===== config.mk =====
export PLATFORM = sky130hd
export DESIGN_NAME = round_robin_process_scheduler
export DESIGN_NICKNAME = d
export VERILOG_FILES = /design/src/sv/rrps_pkg.sv /design/src/sv/rrps_dp.sv /design/src/sv/rrps_ctrl.sv /design/src/sv/round_robin_process_scheduler.sv
export SDC_FILE = /design/constraint.sdc
export NUM_CORES = 2
export LEC_CHECK = 0
export BUFFER_PORTS_ARGS = -buffer_cell sky130_fd_sc_hd__clkbuf_2
export CORE_MARGIN = 5
export CORE_UTILIZATION = 35
export DETAILED_ROUTE_END_ITERATION = 8
export PLACE_DENSITY = 0.54
export SYNTH_ARGS = -nofsm -noshare
export SYNTH_HDL_FRONTEND = slang
export SYNTH_SLANG_ARGS = --single-unit
export TNS_END_PERCENT = 100

===== constraint.sdc =====
create_clock -name clk -period 12.15 [get_ports clk]
set_clock_uncertainty 0.15 [all_clocks]
set_input_delay 0.6075 -clock clk [delete_from_list [all_inputs] [get_ports clk]]
set_output_delay 0.6075 -clock clk [all_outputs]
set_load 0.02 [all_outputs]

===== src/sv/rrps_pkg.sv =====
// ----------------------------------------------------------------------------
// rrps_pkg
// shared types and constants of the round-robin process scheduler
// ----------------------------------------------------------------------------
`default_nettype none

package rrps_pkg;

	// item function codes
	localparam int unsigned FUNC_W = 2;
	localparam logic [FUNC_W-1:0] FUNC_LOAD  = 2'd0;
	localparam logic [FUNC_W-1:0] FUNC_START = 2'd1;
	localparam logic [FUNC_W-1:0] FUNC_TICK  = 2'd2;

	// configuration registers
	localparam int unsigned QUANT_W    = 8;
	localparam int unsigned PCOUNT_W   = 7;
	localparam int unsigned CFG_DATA_W = 8;
	localparam int unsigned CFG_IDX_W  = 1;
	localparam logic [CFG_IDX_W-1:0] REG_QUANTUM    = 1'b0;
	localparam logic [CFG_IDX_W-1:0] REG_PROC_COUNT = 1'b1;
	localparam logic [QUANT_W-1:0]   QUANTUM_RST    = 8'd2;
	localparam logic [PCOUNT_W-1:0]  PCOUNT_RST     = 7'd1;

	// controller to datapath
	typedef struct packed {
		logic clr;        // start item: clear clock, queue and slice
		logic scan_go;    // launch a pass over the participating process slots
		logic scan_push;  // that pass queues slots arriving now
		logic tick_begin; // latch tick start time, clear result
		logic pop;        // read and drop the queue head
		logic cand_rd;    // read remaining of the popped slot
		logic take;       // start a slice for the popped slot
		logic run;        // one tick of execution for the current slot
		logic adv;        // idle tick: advance the clock
		logic wrap;       // end of slice handling and completion time
		logic wait_calc;  // waiting time of a finished process
		logic out_load;   // move the result into the output register
	} rrps_cmd_t;

	// datapath to controller
	typedef struct packed {
		logic scan_idle;
		logic any_rem;
		logic active;
		logic fifo_nonempty;
		logic adv;
	} rrps_sts_t;

endpackage

`default_nettype wire


===== src/sv/rrps_dp.sv =====
// ----------------------------------------------------------------------------
// rrps_dp
// scheduler datapath: slot stores, ready queue, clock, slice and result
// ----------------------------------------------------------------------------
`default_nettype none

module rrps_dp
	import rrps_pkg::*;
#(
	parameter int unsigned MAX_PROCS = 64,
	parameter int unsigned TIME_BITS = 16,
	parameter int unsigned IDX_W     = $clog2(MAX_PROCS)
) (
	input  wire logic                  clk,
	input  wire logic                  arst_n,
	input  wire logic                  cfg_write_en,
	input  wire logic [CFG_IDX_W-1:0]  cfg_index,
	input  wire logic [CFG_DATA_W-1:0] cfg_data,
	input  wire logic                  item_accept,
	input  wire logic [FUNC_W-1:0]     func,
	input  wire logic [IDX_W-1:0]      proc_index,
	input  wire logic [TIME_BITS-1:0]  arrival_time,
	input  wire logic [TIME_BITS-1:0]  burst_time,
	input  wire rrps_cmd_t             cmd,
	output rrps_sts_t                  sts,
	output logic [TIME_BITS-1:0]       tick_time,
	output logic                       running_valid,
	output logic [IDX_W-1:0]           running_proc,
	output logic                       finish_valid,
	output logic [IDX_W-1:0]           finished_proc,
	output logic [TIME_BITS-1:0]       completion_time,
	output logic [TIME_BITS-1:0]       waiting_time,
	output logic [TIME_BITS-1:0]       turnaround_time,
	output logic                       all_done
);

	localparam int unsigned NW = IDX_W + 1;
	localparam logic [NW-1:0]    MAX_N    = NW'(MAX_PROCS);
	localparam logic [IDX_W-1:0] LAST_IDX = IDX_W'(MAX_PROCS - 1);

	// slot and queue stores
	logic [TIME_BITS-1:0] arrival_mem   [MAX_PROCS];
	logic [TIME_BITS-1:0] burst_mem     [MAX_PROCS];
	logic [TIME_BITS-1:0] remaining_mem [MAX_PROCS];
	logic [IDX_W-1:0]     fifo_mem      [MAX_PROCS];

	logic [QUANT_W-1:0]   quantum_q;
	logic [PCOUNT_W-1:0]  pcount_q;
	logic [TIME_BITS-1:0] clock_q;
	logic                 adv_q;
	logic [IDX_W-1:0]     head_q, tail_q;
	logic [NW-1:0]        count_q;
	logic [IDX_W-1:0]     cur_q;
	logic                 active_q;
	logic [QUANT_W-1:0]   slice_q;
	logic                 end_q, fin_q;

	logic                 scan_busy_q, scan_push_q, any_rem_q;
	logic [NW-1:0]        scan_idx_q;
	logic                 scan_vld_s1;
	logic [IDX_W-1:0]     scan_idx_s1;

	logic [TIME_BITS-1:0] arr_rd_q, burst_rd_q, rem_rd_q;
	logic [IDX_W-1:0]     fifo_rd_q;
	logic [TIME_BITS-1:0] arr_p_q, burst_p_q;

	logic [TIME_BITS-1:0] res_time_q, res_comp_q, res_turn_q, res_wtime_q;
	logic                 res_ran_q, res_fin_q;
	logic [IDX_W-1:0]     res_proc_q, res_fproc_q;

	logic [TIME_BITS-1:0] tick_time_q, completion_q, waiting_q, turnaround_q;
	logic                 running_valid_q, finish_valid_q, all_done_q;
	logic [IDX_W-1:0]     running_proc_q, finished_proc_q;

	logic [NW-1:0]        n_cnt;
	logic                 load_en;
	logic [IDX_W-1:0]     rem_raddr, ab_raddr, rem_waddr;
	logic                 rem_we;
	logic [TIME_BITS-1:0] rem_wdata;
	logic                 scan_hit, wrap_push, push_req, push_en;
	logic [IDX_W-1:0]     push_idx;
	logic [QUANT_W-1:0]   q_eff;
	logic                 clk_max;

	// participating slots, clamped to the store depth
	assign n_cnt = (int'(pcount_q) > int'(MAX_PROCS)) ? MAX_N : NW'(pcount_q);

	assign load_en = item_accept && (func == FUNC_LOAD) && ({1'b0, proc_index} < MAX_N);

	assign rem_raddr = scan_busy_q ? scan_idx_q[IDX_W-1:0] : (cmd.cand_rd ? fifo_rd_q : cur_q);
	assign ab_raddr  = scan_busy_q ? scan_idx_q[IDX_W-1:0] : cur_q;

	assign rem_we    = load_en || cmd.run;
	assign rem_waddr = cmd.run ? cur_q : proc_index;
	assign rem_wdata = cmd.run ? (rem_rd_q - TIME_BITS'(1)) : burst_time;

	assign scan_hit  = scan_vld_s1 && scan_push_q && (rem_rd_q != '0) && (arr_rd_q == clock_q);
	assign wrap_push = cmd.wrap && end_q && !fin_q;
	assign push_req  = scan_hit || wrap_push;
	assign push_en   = push_req && (count_q != MAX_N);
	assign push_idx  = scan_vld_s1 ? scan_idx_s1 : cur_q;

	assign q_eff   = (quantum_q == '0) ? QUANT_W'(1) : quantum_q;
	assign clk_max = (clock_q == '1);

	// stores
	always_ff @(posedge clk) begin
		if (load_en) begin
			arrival_mem[proc_index] <= arrival_time;
			burst_mem[proc_index]   <= burst_time;
		end
		arr_rd_q   <= arrival_mem[ab_raddr];
		burst_rd_q <= burst_mem[ab_raddr];
	end

	always_ff @(posedge clk) begin
		if (rem_we) begin
			remaining_mem[rem_waddr] <= rem_wdata;
		end
		rem_rd_q <= remaining_mem[rem_raddr];
	end

	// the popped head is held until the slice decision is made
	always_ff @(posedge clk) begin
		if (push_en) begin
			fifo_mem[tail_q] <= push_idx;
		end
		if (cmd.pop) begin
			fifo_rd_q <= fifo_mem[head_q];
		end
	end

	// configuration
	always_ff @(posedge clk or negedge arst_n) begin
		if (!arst_n) begin
			quantum_q <= QUANTUM_RST;
			pcount_q  <= PCOUNT_RST;
		end else if (cfg_write_en) begin
			unique case (cfg_index)
				REG_QUANTUM:    quantum_q <= cfg_data;
				REG_PROC_COUNT: pcount_q  <= cfg_data[PCOUNT_W-1:0];
				default: ;
			endcase
		end
	end

	// slot scan: one slot per cycle, read data in the following cycle
	always_ff @(posedge clk or negedge arst_n) begin
		if (!arst_n) begin
			scan_busy_q <= 1'b0;
			scan_push_q <= 1'b0;
			scan_idx_q  <= '0;
			scan_vld_s1 <= 1'b0;
			any_rem_q   <= 1'b0;
		end else begin
			scan_vld_s1 <= scan_busy_q;
			if (cmd.scan_go) begin
				scan_busy_q <= (n_cnt != '0);
				scan_push_q <= cmd.scan_push;
				scan_idx_q  <= '0;
				any_rem_q   <= 1'b0;
			end else begin
				if (scan_busy_q) begin
					scan_idx_q <= scan_idx_q + NW'(1);
					if (scan_idx_q + NW'(1) == n_cnt) begin
						scan_busy_q <= 1'b0;
					end
				end
				if (scan_vld_s1 && (rem_rd_q != '0)) begin
					any_rem_q <= 1'b1;
				end
			end
		end
	end

	always_ff @(posedge clk) begin
		scan_idx_s1 <= scan_idx_q[IDX_W-1:0];
	end

	// ready queue pointers
	always_ff @(posedge clk or negedge arst_n) begin
		if (!arst_n) begin
			head_q  <= '0;
			tail_q  <= '0;
			count_q <= '0;
		end else if (cmd.clr) begin
			head_q  <= '0;
			tail_q  <= '0;
			count_q <= '0;
		end else if (cmd.pop && (count_q != '0)) begin
			head_q  <= (head_q == LAST_IDX) ? '0 : head_q + IDX_W'(1);
			count_q <= count_q - NW'(1);
		end else if (push_en) begin
			tail_q  <= (tail_q == LAST_IDX) ? '0 : tail_q + IDX_W'(1);
			count_q <= count_q + NW'(1);
		end
	end

	// clock, running slot and slice
	always_ff @(posedge clk or negedge arst_n) begin
		if (!arst_n) begin
			clock_q  <= '0;
			adv_q    <= 1'b0;
			cur_q    <= '0;
			active_q <= 1'b0;
			slice_q  <= '0;
			end_q    <= 1'b0;
			fin_q    <= 1'b0;
		end else begin
			if (cmd.clr) begin
				clock_q  <= '0;
				cur_q    <= '0;
				active_q <= 1'b0;
				slice_q  <= '0;
			end
			if (cmd.tick_begin) begin
				end_q <= 1'b0;
				fin_q <= 1'b0;
			end
			if (cmd.take && (rem_rd_q != '0)) begin
				cur_q    <= fifo_rd_q;
				active_q <= 1'b1;
				slice_q  <= (rem_rd_q < TIME_BITS'(q_eff)) ? rem_rd_q[QUANT_W-1:0] : q_eff;
			end
			if (cmd.run || cmd.adv) begin
				adv_q <= !clk_max;
				if (!clk_max) begin
					clock_q <= clock_q + TIME_BITS'(1);
				end
			end
			if (cmd.run) begin
				slice_q <= slice_q - QUANT_W'(1);
				end_q   <= (slice_q == QUANT_W'(1)) || (rem_rd_q == TIME_BITS'(1));
				fin_q   <= (rem_rd_q == TIME_BITS'(1));
			end
			if (cmd.wrap && end_q) begin
				active_q <= 1'b0;
				slice_q  <= '0;
			end
		end
	end

	// result of the current tick
	always_ff @(posedge clk) begin
		if (cmd.tick_begin) begin
			res_time_q  <= clock_q;
			res_ran_q   <= 1'b0;
			res_proc_q  <= '0;
			res_fin_q   <= 1'b0;
			res_fproc_q <= '0;
			res_comp_q  <= '0;
			res_turn_q  <= '0;
			res_wtime_q <= '0;
		end
		if (cmd.run) begin
			res_ran_q  <= 1'b1;
			res_proc_q <= cur_q;
			arr_p_q    <= arr_rd_q;
			burst_p_q  <= burst_rd_q;
		end
		if (cmd.wrap && end_q && fin_q) begin
			res_fin_q   <= 1'b1;
			res_fproc_q <= cur_q;
			res_comp_q  <= clock_q;
			res_turn_q  <= (clock_q > arr_p_q) ? clock_q - arr_p_q : '0;
		end
		if (cmd.wait_calc) begin
			res_wtime_q <= (res_turn_q > burst_p_q) ? res_turn_q - burst_p_q : '0;
		end
	end

	// output register
	always_ff @(posedge clk) begin
		if (cmd.out_load) begin
			tick_time_q     <= res_time_q;
			running_valid_q <= res_ran_q;
			running_proc_q  <= res_proc_q;
			finish_valid_q  <= res_fin_q;
			finished_proc_q <= res_fproc_q;
			completion_q    <= res_comp_q;
			waiting_q       <= res_wtime_q;
			turnaround_q    <= res_turn_q;
			all_done_q      <= !any_rem_q;
		end
	end

	assign tick_time       = tick_time_q;
	assign running_valid   = running_valid_q;
	assign running_proc    = running_proc_q;
	assign finish_valid    = finish_valid_q;
	assign finished_proc   = finished_proc_q;
	assign completion_time = completion_q;
	assign waiting_time    = waiting_q;
	assign turnaround_time = turnaround_q;
	assign all_done        = all_done_q;

	assign sts.scan_idle     = !scan_busy_q && !scan_vld_s1;
	assign sts.any_rem       = any_rem_q;
	assign sts.active        = active_q;
	assign sts.fifo_nonempty = (count_q != '0);
	assign sts.adv           = adv_q;

	a_count_range: assert property (@(posedge clk) disable iff (!arst_n)
		count_q <= MAX_N)
		else $error("ready queue count above depth");

	a_empty_ptrs: assert property (@(posedge clk) disable iff (!arst_n)
		(count_q == '0) |-> (head_q == tail_q))
		else $error("empty ready queue with unequal pointers");

	a_idle_slice: assert property (@(posedge clk) disable iff (!arst_n)
		!active_q |-> (slice_q == '0))
		else $error("slice left while no process runs");

endmodule

`default_nettype wire


===== src/sv/rrps_ctrl.sv =====
// ----------------------------------------------------------------------------
// rrps_ctrl
// scheduler sequencer: walks start and tick items through the datapath steps
// ----------------------------------------------------------------------------
`default_nettype none

module rrps_ctrl
	import rrps_pkg::*;
(
	input  wire logic              clk,
	input  wire logic              arst_n,
	input  wire logic              item_valid,
	input  wire logic [FUNC_W-1:0] func,
	output logic                   item_stall,
	output logic                   result_valid,
	input  wire logic              result_stall,
	input  wire rrps_sts_t         sts,
	output rrps_cmd_t              cmd
);

	typedef enum logic [4:0] {
		S_IDLE,
		S_CLR,
		S_ARR_GO,
		S_ARR_WAIT,
		S_PRE_GO,
		S_PRE_WAIT,
		S_POP,
		S_CAND_RD,
		S_TAKE,
		S_CHECK,
		S_RUN_RD,
		S_RUN,
		S_ADV,
		S_POST_GO,
		S_POST_WAIT,
		S_WRAP,
		S_WAIT_CALC,
		S_RESULT
	} state_t;

	state_t state_q, state_d;
	logic   item_stall_q, result_valid_q;
	logic   item_accept, out_free;

	assign item_accept = item_valid && !item_stall_q;
	assign out_free    = !result_valid_q || !result_stall;

	always_comb begin
		cmd     = '0;
		state_d = state_q;
		unique case (state_q)
			S_IDLE: begin
				if (item_accept) begin
					if (func == FUNC_START) begin
						state_d = S_CLR;
					end else if (func == FUNC_TICK) begin
						state_d = S_PRE_GO;
					end
				end
			end
			S_CLR: begin
				cmd.clr = 1'b1;
				state_d = S_ARR_GO;
			end
			S_ARR_GO: begin
				cmd.scan_go   = 1'b1;
				cmd.scan_push = 1'b1;
				state_d       = S_ARR_WAIT;
			end
			S_ARR_WAIT: begin
				if (sts.scan_idle) begin
					state_d = S_IDLE;
				end
			end
			S_PRE_GO: begin
				cmd.tick_begin = 1'b1;
				cmd.scan_go    = 1'b1;
				state_d        = S_PRE_WAIT;
			end
			S_PRE_WAIT: begin
				if (sts.scan_idle) begin
					priority if (!sts.any_rem) begin
						state_d = S_RESULT;
					end else if (sts.active) begin
						state_d = S_RUN_RD;
					end else if (sts.fifo_nonempty) begin
						state_d = S_POP;
					end else begin
						state_d = S_ADV;
					end
				end
			end
			S_POP: begin
				cmd.pop = 1'b1;
				state_d = S_CAND_RD;
			end
			S_CAND_RD: begin
				cmd.cand_rd = 1'b1;
				state_d     = S_TAKE;
			end
			S_TAKE: begin
				cmd.take = 1'b1;
				state_d  = S_CHECK;
			end
			S_CHECK: begin
				state_d = sts.active ? S_RUN_RD : S_ADV;
			end
			S_RUN_RD: begin
				state_d = S_RUN;
			end
			S_RUN: begin
				cmd.run = 1'b1;
				state_d = S_POST_GO;
			end
			S_ADV: begin
				cmd.adv = 1'b1;
				state_d = S_POST_GO;
			end
			S_POST_GO: begin
				cmd.scan_go   = 1'b1;
				cmd.scan_push = sts.adv;
				state_d       = S_POST_WAIT;
			end
			S_POST_WAIT: begin
				if (sts.scan_idle) begin
					state_d = S_WRAP;
				end
			end
			S_WRAP: begin
				cmd.wrap = 1'b1;
				state_d  = S_WAIT_CALC;
			end
			S_WAIT_CALC: begin
				cmd.wait_calc = 1'b1;
				state_d       = S_RESULT;
			end
			S_RESULT: begin
				if (out_free) begin
					cmd.out_load = 1'b1;
					state_d      = S_IDLE;
				end
			end
			default: state_d = S_IDLE;
		endcase
	end

	always_ff @(posedge clk or negedge arst_n) begin
		if (!arst_n) begin
			state_q        <= S_IDLE;
			item_stall_q   <= 1'b0;
			result_valid_q <= 1'b0;
		end else begin
			state_q      <= state_d;
			item_stall_q <= (state_d != S_IDLE);
			if (cmd.out_load) begin
				result_valid_q <= 1'b1;
			end else if (!result_stall) begin
				result_valid_q <= 1'b0;
			end
		end
	end

	assign item_stall   = item_stall_q;
	assign result_valid = result_valid_q;

	a_accept_quiet: assert property (@(posedge clk) disable iff (!arst_n)
		item_accept |-> sts.scan_idle)
		else $error("transaction accepted during a slot scan");

	a_pop_nonempty: assert property (@(posedge clk) disable iff (!arst_n)
		cmd.pop |-> sts.fifo_nonempty)
		else $error("pop from an empty ready queue");

	a_take_order: assert property (@(posedge clk) disable iff (!arst_n)
		cmd.take |-> $past(cmd.cand_rd))
		else $error("slice started without candidate read");

endmodule

`default_nettype wire


===== src/sv/round_robin_process_scheduler.sv =====
// ----------------------------------------------------------------------------
// round_robin_process_scheduler
// round-robin process scheduler stepped at most one time unit per tick transaction
// ----------------------------------------------------------------------------
// Load transactions (func 0) write a slot's arrival and burst at the accepting
// edge. A start transaction (func 1) clears the clock and the ready queue and
// then walks the participating slots once, one slot per cycle, queueing those
// arriving at time zero. A tick transaction (func 2) walks the slots twice,
// once to see whether any work remains and once after the clock moves to
// queue new arrivals and recount the remaining work, with a few sequencer
// steps around the walks; when no work is left it walks them only once. The
// walks go slot by slot because the slot stores have a single read port.
// Every tick gives exactly one result transaction; load and start give none.
// The result sits in an output register, so a new transaction is taken while
// a result still waits. Slot stores and the ready-queue entries are not
// cleared by reset (only the queue pointers are) and need no clearing pass.
// ----------------------------------------------------------------------------
`default_nettype none

module round_robin_process_scheduler
	import rrps_pkg::*;
#(
	parameter int unsigned MAX_PROCS = 64,
	parameter int unsigned TIME_BITS = 16,
	parameter int unsigned IDX_W     = $clog2(MAX_PROCS)
) (
	input  wire logic                  clk,
	input  wire logic                  arst_n,
	// configuration writes
	input  wire logic                  cfg_write_en,
	input  wire logic [CFG_IDX_W-1:0]  cfg_index,
	input  wire logic [CFG_DATA_W-1:0] cfg_data,
	// item channel
	input  wire logic                  item_valid,
	output logic                       item_stall,
	input  wire logic [FUNC_W-1:0]     func,
	input  wire logic [IDX_W-1:0]      proc_index,
	input  wire logic [TIME_BITS-1:0]  arrival_time,
	input  wire logic [TIME_BITS-1:0]  burst_time,
	// result channel
	output logic                       result_valid,
	input  wire logic                  result_stall,
	output logic [TIME_BITS-1:0]       tick_time,
	output logic                       running_valid,
	output logic [IDX_W-1:0]           running_proc,
	output logic                       finish_valid,
	output logic [IDX_W-1:0]           finished_proc,
	output logic [TIME_BITS-1:0]       completion_time,
	output logic [TIME_BITS-1:0]       waiting_time,
	output logic [TIME_BITS-1:0]       turnaround_time,
	output logic                       all_done
);

	rrps_cmd_t cmd;
	rrps_sts_t sts;
	logic      item_accept;

	// loads are written into the slot stores at the accepting edge
	assign item_accept = item_valid && !item_stall;

	// sequencer: one state per datapath step of start and tick
	rrps_ctrl u_ctrl (
		.clk          (clk),
		.arst_n       (arst_n),
		.item_valid   (item_valid),
		.func         (func),
		.item_stall   (item_stall),
		.result_valid (result_valid),
		.result_stall (result_stall),
		.sts          (sts),
		.cmd          (cmd)
	);

	// stores, ready queue, clock, slice counter and output register
	rrps_dp #(
		.MAX_PROCS (MAX_PROCS),
		.TIME_BITS (TIME_BITS),
		.IDX_W     (IDX_W)
	) u_dp (
		.clk             (clk),
		.arst_n          (arst_n),
		.cfg_write_en    (cfg_write_en),
		.cfg_index       (cfg_index),
		.cfg_data        (cfg_data),
		.item_accept     (item_accept),
		.func            (func),
		.proc_index      (proc_index),
		.arrival_time    (arrival_time),
		.burst_time      (burst_time),
		.cmd             (cmd),
		.sts             (sts),
		.tick_time       (tick_time),
		.running_valid   (running_valid),
		.running_proc    (running_proc),
		.finish_valid    (finish_valid),
		.finished_proc   (finished_proc),
		.completion_time (completion_time),
		.waiting_time    (waiting_time),
		.turnaround_time (turnaround_time),
		.all_done        (all_done)
	);

endmodule

`default_nettype wire


==> metrics.md <==
| Metric | Value |
|---|---|
| Setup WS post-layout | 6.355 ns |
| Nature of the critical path endpoint | flip-flop |
| Synth Area in Compound Gates | 4.062% |
| I/O pin total | 135 |
| Die X | 662.4 um |
| WL/cell | 28.08 um |
| Die Area | 0.4387 mm2 |
| Cells after Synth | 8,940 |
| Placement Cell Area | 0.1577 mm2 |
| Sequential cell area | 0.1129 mm2 |
| Vias | 82,998 |
| Avg Cell Area, Syn | 16.66 um2 |
| FF-to-FF setup slack | 6.35 ns |
| Vias in the first global route | 82,624 |
| Synthesized flop and latch total | 3,791 |
| Final ANT Viol Nets | 0 |
| Placed Instances | 14,490 |
| TritonCTS Sinks | 3,791 |
| Final Non-Filler Cells | 15,229 |
| All-Layer GR Usage | 19.01% |
| Post-synthesis mux area share | 9.894% |
| Drt drc | 0 |
| Synth cell count leaders | 3,649 x edfxtp_1, 1,631 x nand2_1, 602 x mux4_2, 493 x a21oi_1, 363 x nor2_1 |
| Util after Layout | 40.14% |
| EDFF count, synth | 3,649 |
| CP Data Arrival Time | 6.45 ns |
| Port Buffers | 134 |
| Post-CTS setup buffers | 0 |
| Leak Pwr | 55.42 nW |
| Fin. max-slew vios | 0 |
| Slowest cell on the critical path | nor4_1 |
| Worst r2r src | u_ctrl.state_q[3] |
| Largest family of logic cells by synthesized area | multiplexers |
| Via density | 5.450 |
| Yosys warning total | 0 |
| Fraction of layout cells with a size suffix above 1 | 18.05% |
| Reg2Reg Capture Point | u_dp.rem_rd_q[4] |
| Number of CTS-inserted buffers | 382 |
| DRT Wirelength | 427.6 mm |
| Die height | 662.4 um |
| Tcrit/Tclk final | 47.70% |
| Max Root-Sink Buffers | 4 |
| H-tree lvl count | 5 |
| Synth Area in XOR/XNOR | 0.4645% |
| Worst path max stage delay | 1.11 ns |
| Tmin final | 5.795 ns |
| CTS clk-pin slew, worst paths | 0.07 ns |
| TritonCTS clock tree | done |
| MaxCap Viol Count | 0 |
| Max-slew headroom | 4.118% |
| Core Rows | 239 |
| Worst Tran Pin Value | 1.429 ns |
| Cell Pwr Density | 226.2 mW/mm2 |
| Root Driver | clkbuf_16 |
| Number of DRC markers in iteration 0 | 9,475 |
| Area Overhead vs Synth | 14.28% |
| Layout Nets | 9,336 |
| First-pass DRT Iterations | 6 |
| Max Clk Rate | 0.1725 GHz |
| Largest net degree at the start of global routing | 163 |
| Setup violators final | 0 |
| Post-Synth Simple-Gate Area | 7.723% |
| RSZ-0062 raised after global routing | no |
| Count leader, synth | edfxtp_1 |
| Reg2Reg Depth | 11 |
| Setup crit end | u_dp.rem_rd_q[4] |
| Share of the synthesized area in the top cell type | 73.57% |
| Dpl ws | 6.378 ns |
| Finished Cell Area | 0.1702 mm2 |
| Clock insertion delay at the later pin of the skew report | 0.96 ns |
| Core ar. | 0.4240 mm2 |
| Max FO, Critical Path | 119 |
| Top cells by area, synth | edfxtp_1 74%, mux4_2 9.1%, nand2_1 4.1%, a21oi_1 1.7%, dfrtp_1 1.4% |
| Layout fillers | 38,315 |
| Post-Synth Adder-Cell Area | 0.4771% |
| GPL Wtd Cong | 0.8326 |
| Primary FF master, synth | edfxtp_1 |
| Hold Violations, Final | 0 |
| VDD IR max | 0.2855 mV |
| Yosys cell types | 79 |
| Initial antenna violation count | 30 |
| Worst hold path type | in2reg |
| Worst-path cell chain | or3b_1 -> mux2_4 -> or2_4 -> buf_12 -> buf_4 -> mux2i_1 -> a32oi_1 -> a22oi_1 -> nor2_1 -> nor4_1 -> nand2_1 |
| DP Wirelength | 240.0 mm |
| Cell taking the most area after synthesis | edfxtp_1 |
| Critical Path Source | u_ctrl.state_q[3] |
| Mapped Area | 0.1489 mm2 |
| Net count of the mapped netlist | 9,049 |
| Async S/R FF share, synth | 2.269% |
| Post-synthesis sequential area ratio | 75.77% |
| Multi-input combinational cell area | 0.03462 mm2 |
| Worst setup SP type | flip-flop |
| Gr ovfl total | 0 |
| Critical Path RT | 12.80 ns |
| Setup TNS | 0 ns |
| Initial core utilization | 35.13% |
| Crit Path Category | reg2reg |
| Outcome | completed |
| Global-route wire length before repair | 610.6 mm |
## metal layers
metal	up-vias	global-route usage [%]	share of wire [%]
met5	-	0	0.011
met4	8	5.966	3.5
met3	662	3.130	7.3
met2	3363	30.67	47
met1	43721	26.49	42
li1	35244	-	-
## through the flow
| stage | total power [mW] | hold WS [ns] |
|---|---|---|
| after CTS | 38.79 | 0.009064 |
| after global placement | 27.02 | 0.2440 |
| after detailed placement | 27.10 | 0.2456 |
| after floorplan | 23.22 | 0.1619 |
| after global routing | 40.23 | 0.06694 |
| final | 38.50 | 0.1021 |
## state kept, by name (all words and copies together), names as in the netlist, 384 cells and up
signal / flops
u_dp.remaining_mem: 1024
u_dp.burst_mem: 1024
u_dp.fifo_mem: 384
u_dp.arrival_mem: 1024
## repair_timing
item,CTS,global route
hold buffers,16,0
endpoints found under the hold margin,37,0
resized for setup,0,0
## power breakdown
part	internal, mW	switching [mW]	total (mW)
clock	6.71	5.00	11.7
combinational	3.97	7.37	11.3
sequential	15.0	0.447	15.5
## layout make-up
type                            count  share of cell area [%]
Antenna cell                       15                 0.02205
Clock buffer                      507                   6.067
Clock inverter                    201                   1.188
Inverter                           71                  0.1566
Multi-Input combinational cell   4565                   20.34
Sequential cell                  3791                   66.30
Tap cell                         5663                   4.163
Timing Repair Buffer              416                   1.764
## cells in the final DEF (no fill, tap or decap), types with 51 or more instances in the layout
master and count:
edfxtp_1 3649, nand2_1 1629, mux4_2 602, a21oi_1 487, clkbuf_16 388, nand3_1 358
nor2_1 289, buf_4 252, o21ai_0 186, clkbuf_2 133, clkbuf_1 102, a311oi_1 88
and3_1 87, mux2i_1 85, dfrtp_1 81, clkinv_2 71, inv_1 69, nor2_4 67
clkinv_1 62, dfxtp_1 56, ha_1 52, xor2_1 51, nand4_1 51
## critical path, delay by kind of cell (launching register included)
| kind | cells | cell delay [ns] |
|---|---|---|
| and+or+nand+nor | 5 | 2.49 |
| buffers and inverters | 2 | 1.23 |
| DFF | 1 | 0.66 |
| muxes | 2 | 0.55 |
| AOI/OAI and AO/OA | 2 | 0.34 |
## worst min path at each step
| stage | start | end | slack (ns) | cells past startpoint |
|---|---|---|---|---|
| after global routing | burst_time[5] | u_dp.burst_mem[6][5] | 0.07 | 1 |
| final | func[0] | u_ctrl.state_q[0] | 0.10 | 4 |
| after CTS | func[0] | u_ctrl.state_q[0] | 0.009 | 4 |
| after global placement | u_dp.burst_rd_q[11] | u_dp.burst_p_q[11] | 0.24 | 0 |
| after floorplan | arst_n | u_ctrl.item_stall | 0.16 | 0 |
| after detailed placement | u_dp.burst_rd_q[11] | u_dp.burst_p_q[11] | 0.25 | 0 |
## kinds of logic (layout without fill, tap and decap cells)
kind of cell	Yosys count	in the layout
flip-flops	3791	3791
AO/OA/AOI/OAI	1015	1015
XOR/XNOR	79	79
adder cells (fa/ha/maj)	55	55
AND/OR/NAND/NOR	2700	2700
multiplexers	716	716
other	0	15
buffers and inverters	584	1195
Note: power is estimated with default switching activity, not from simulation.
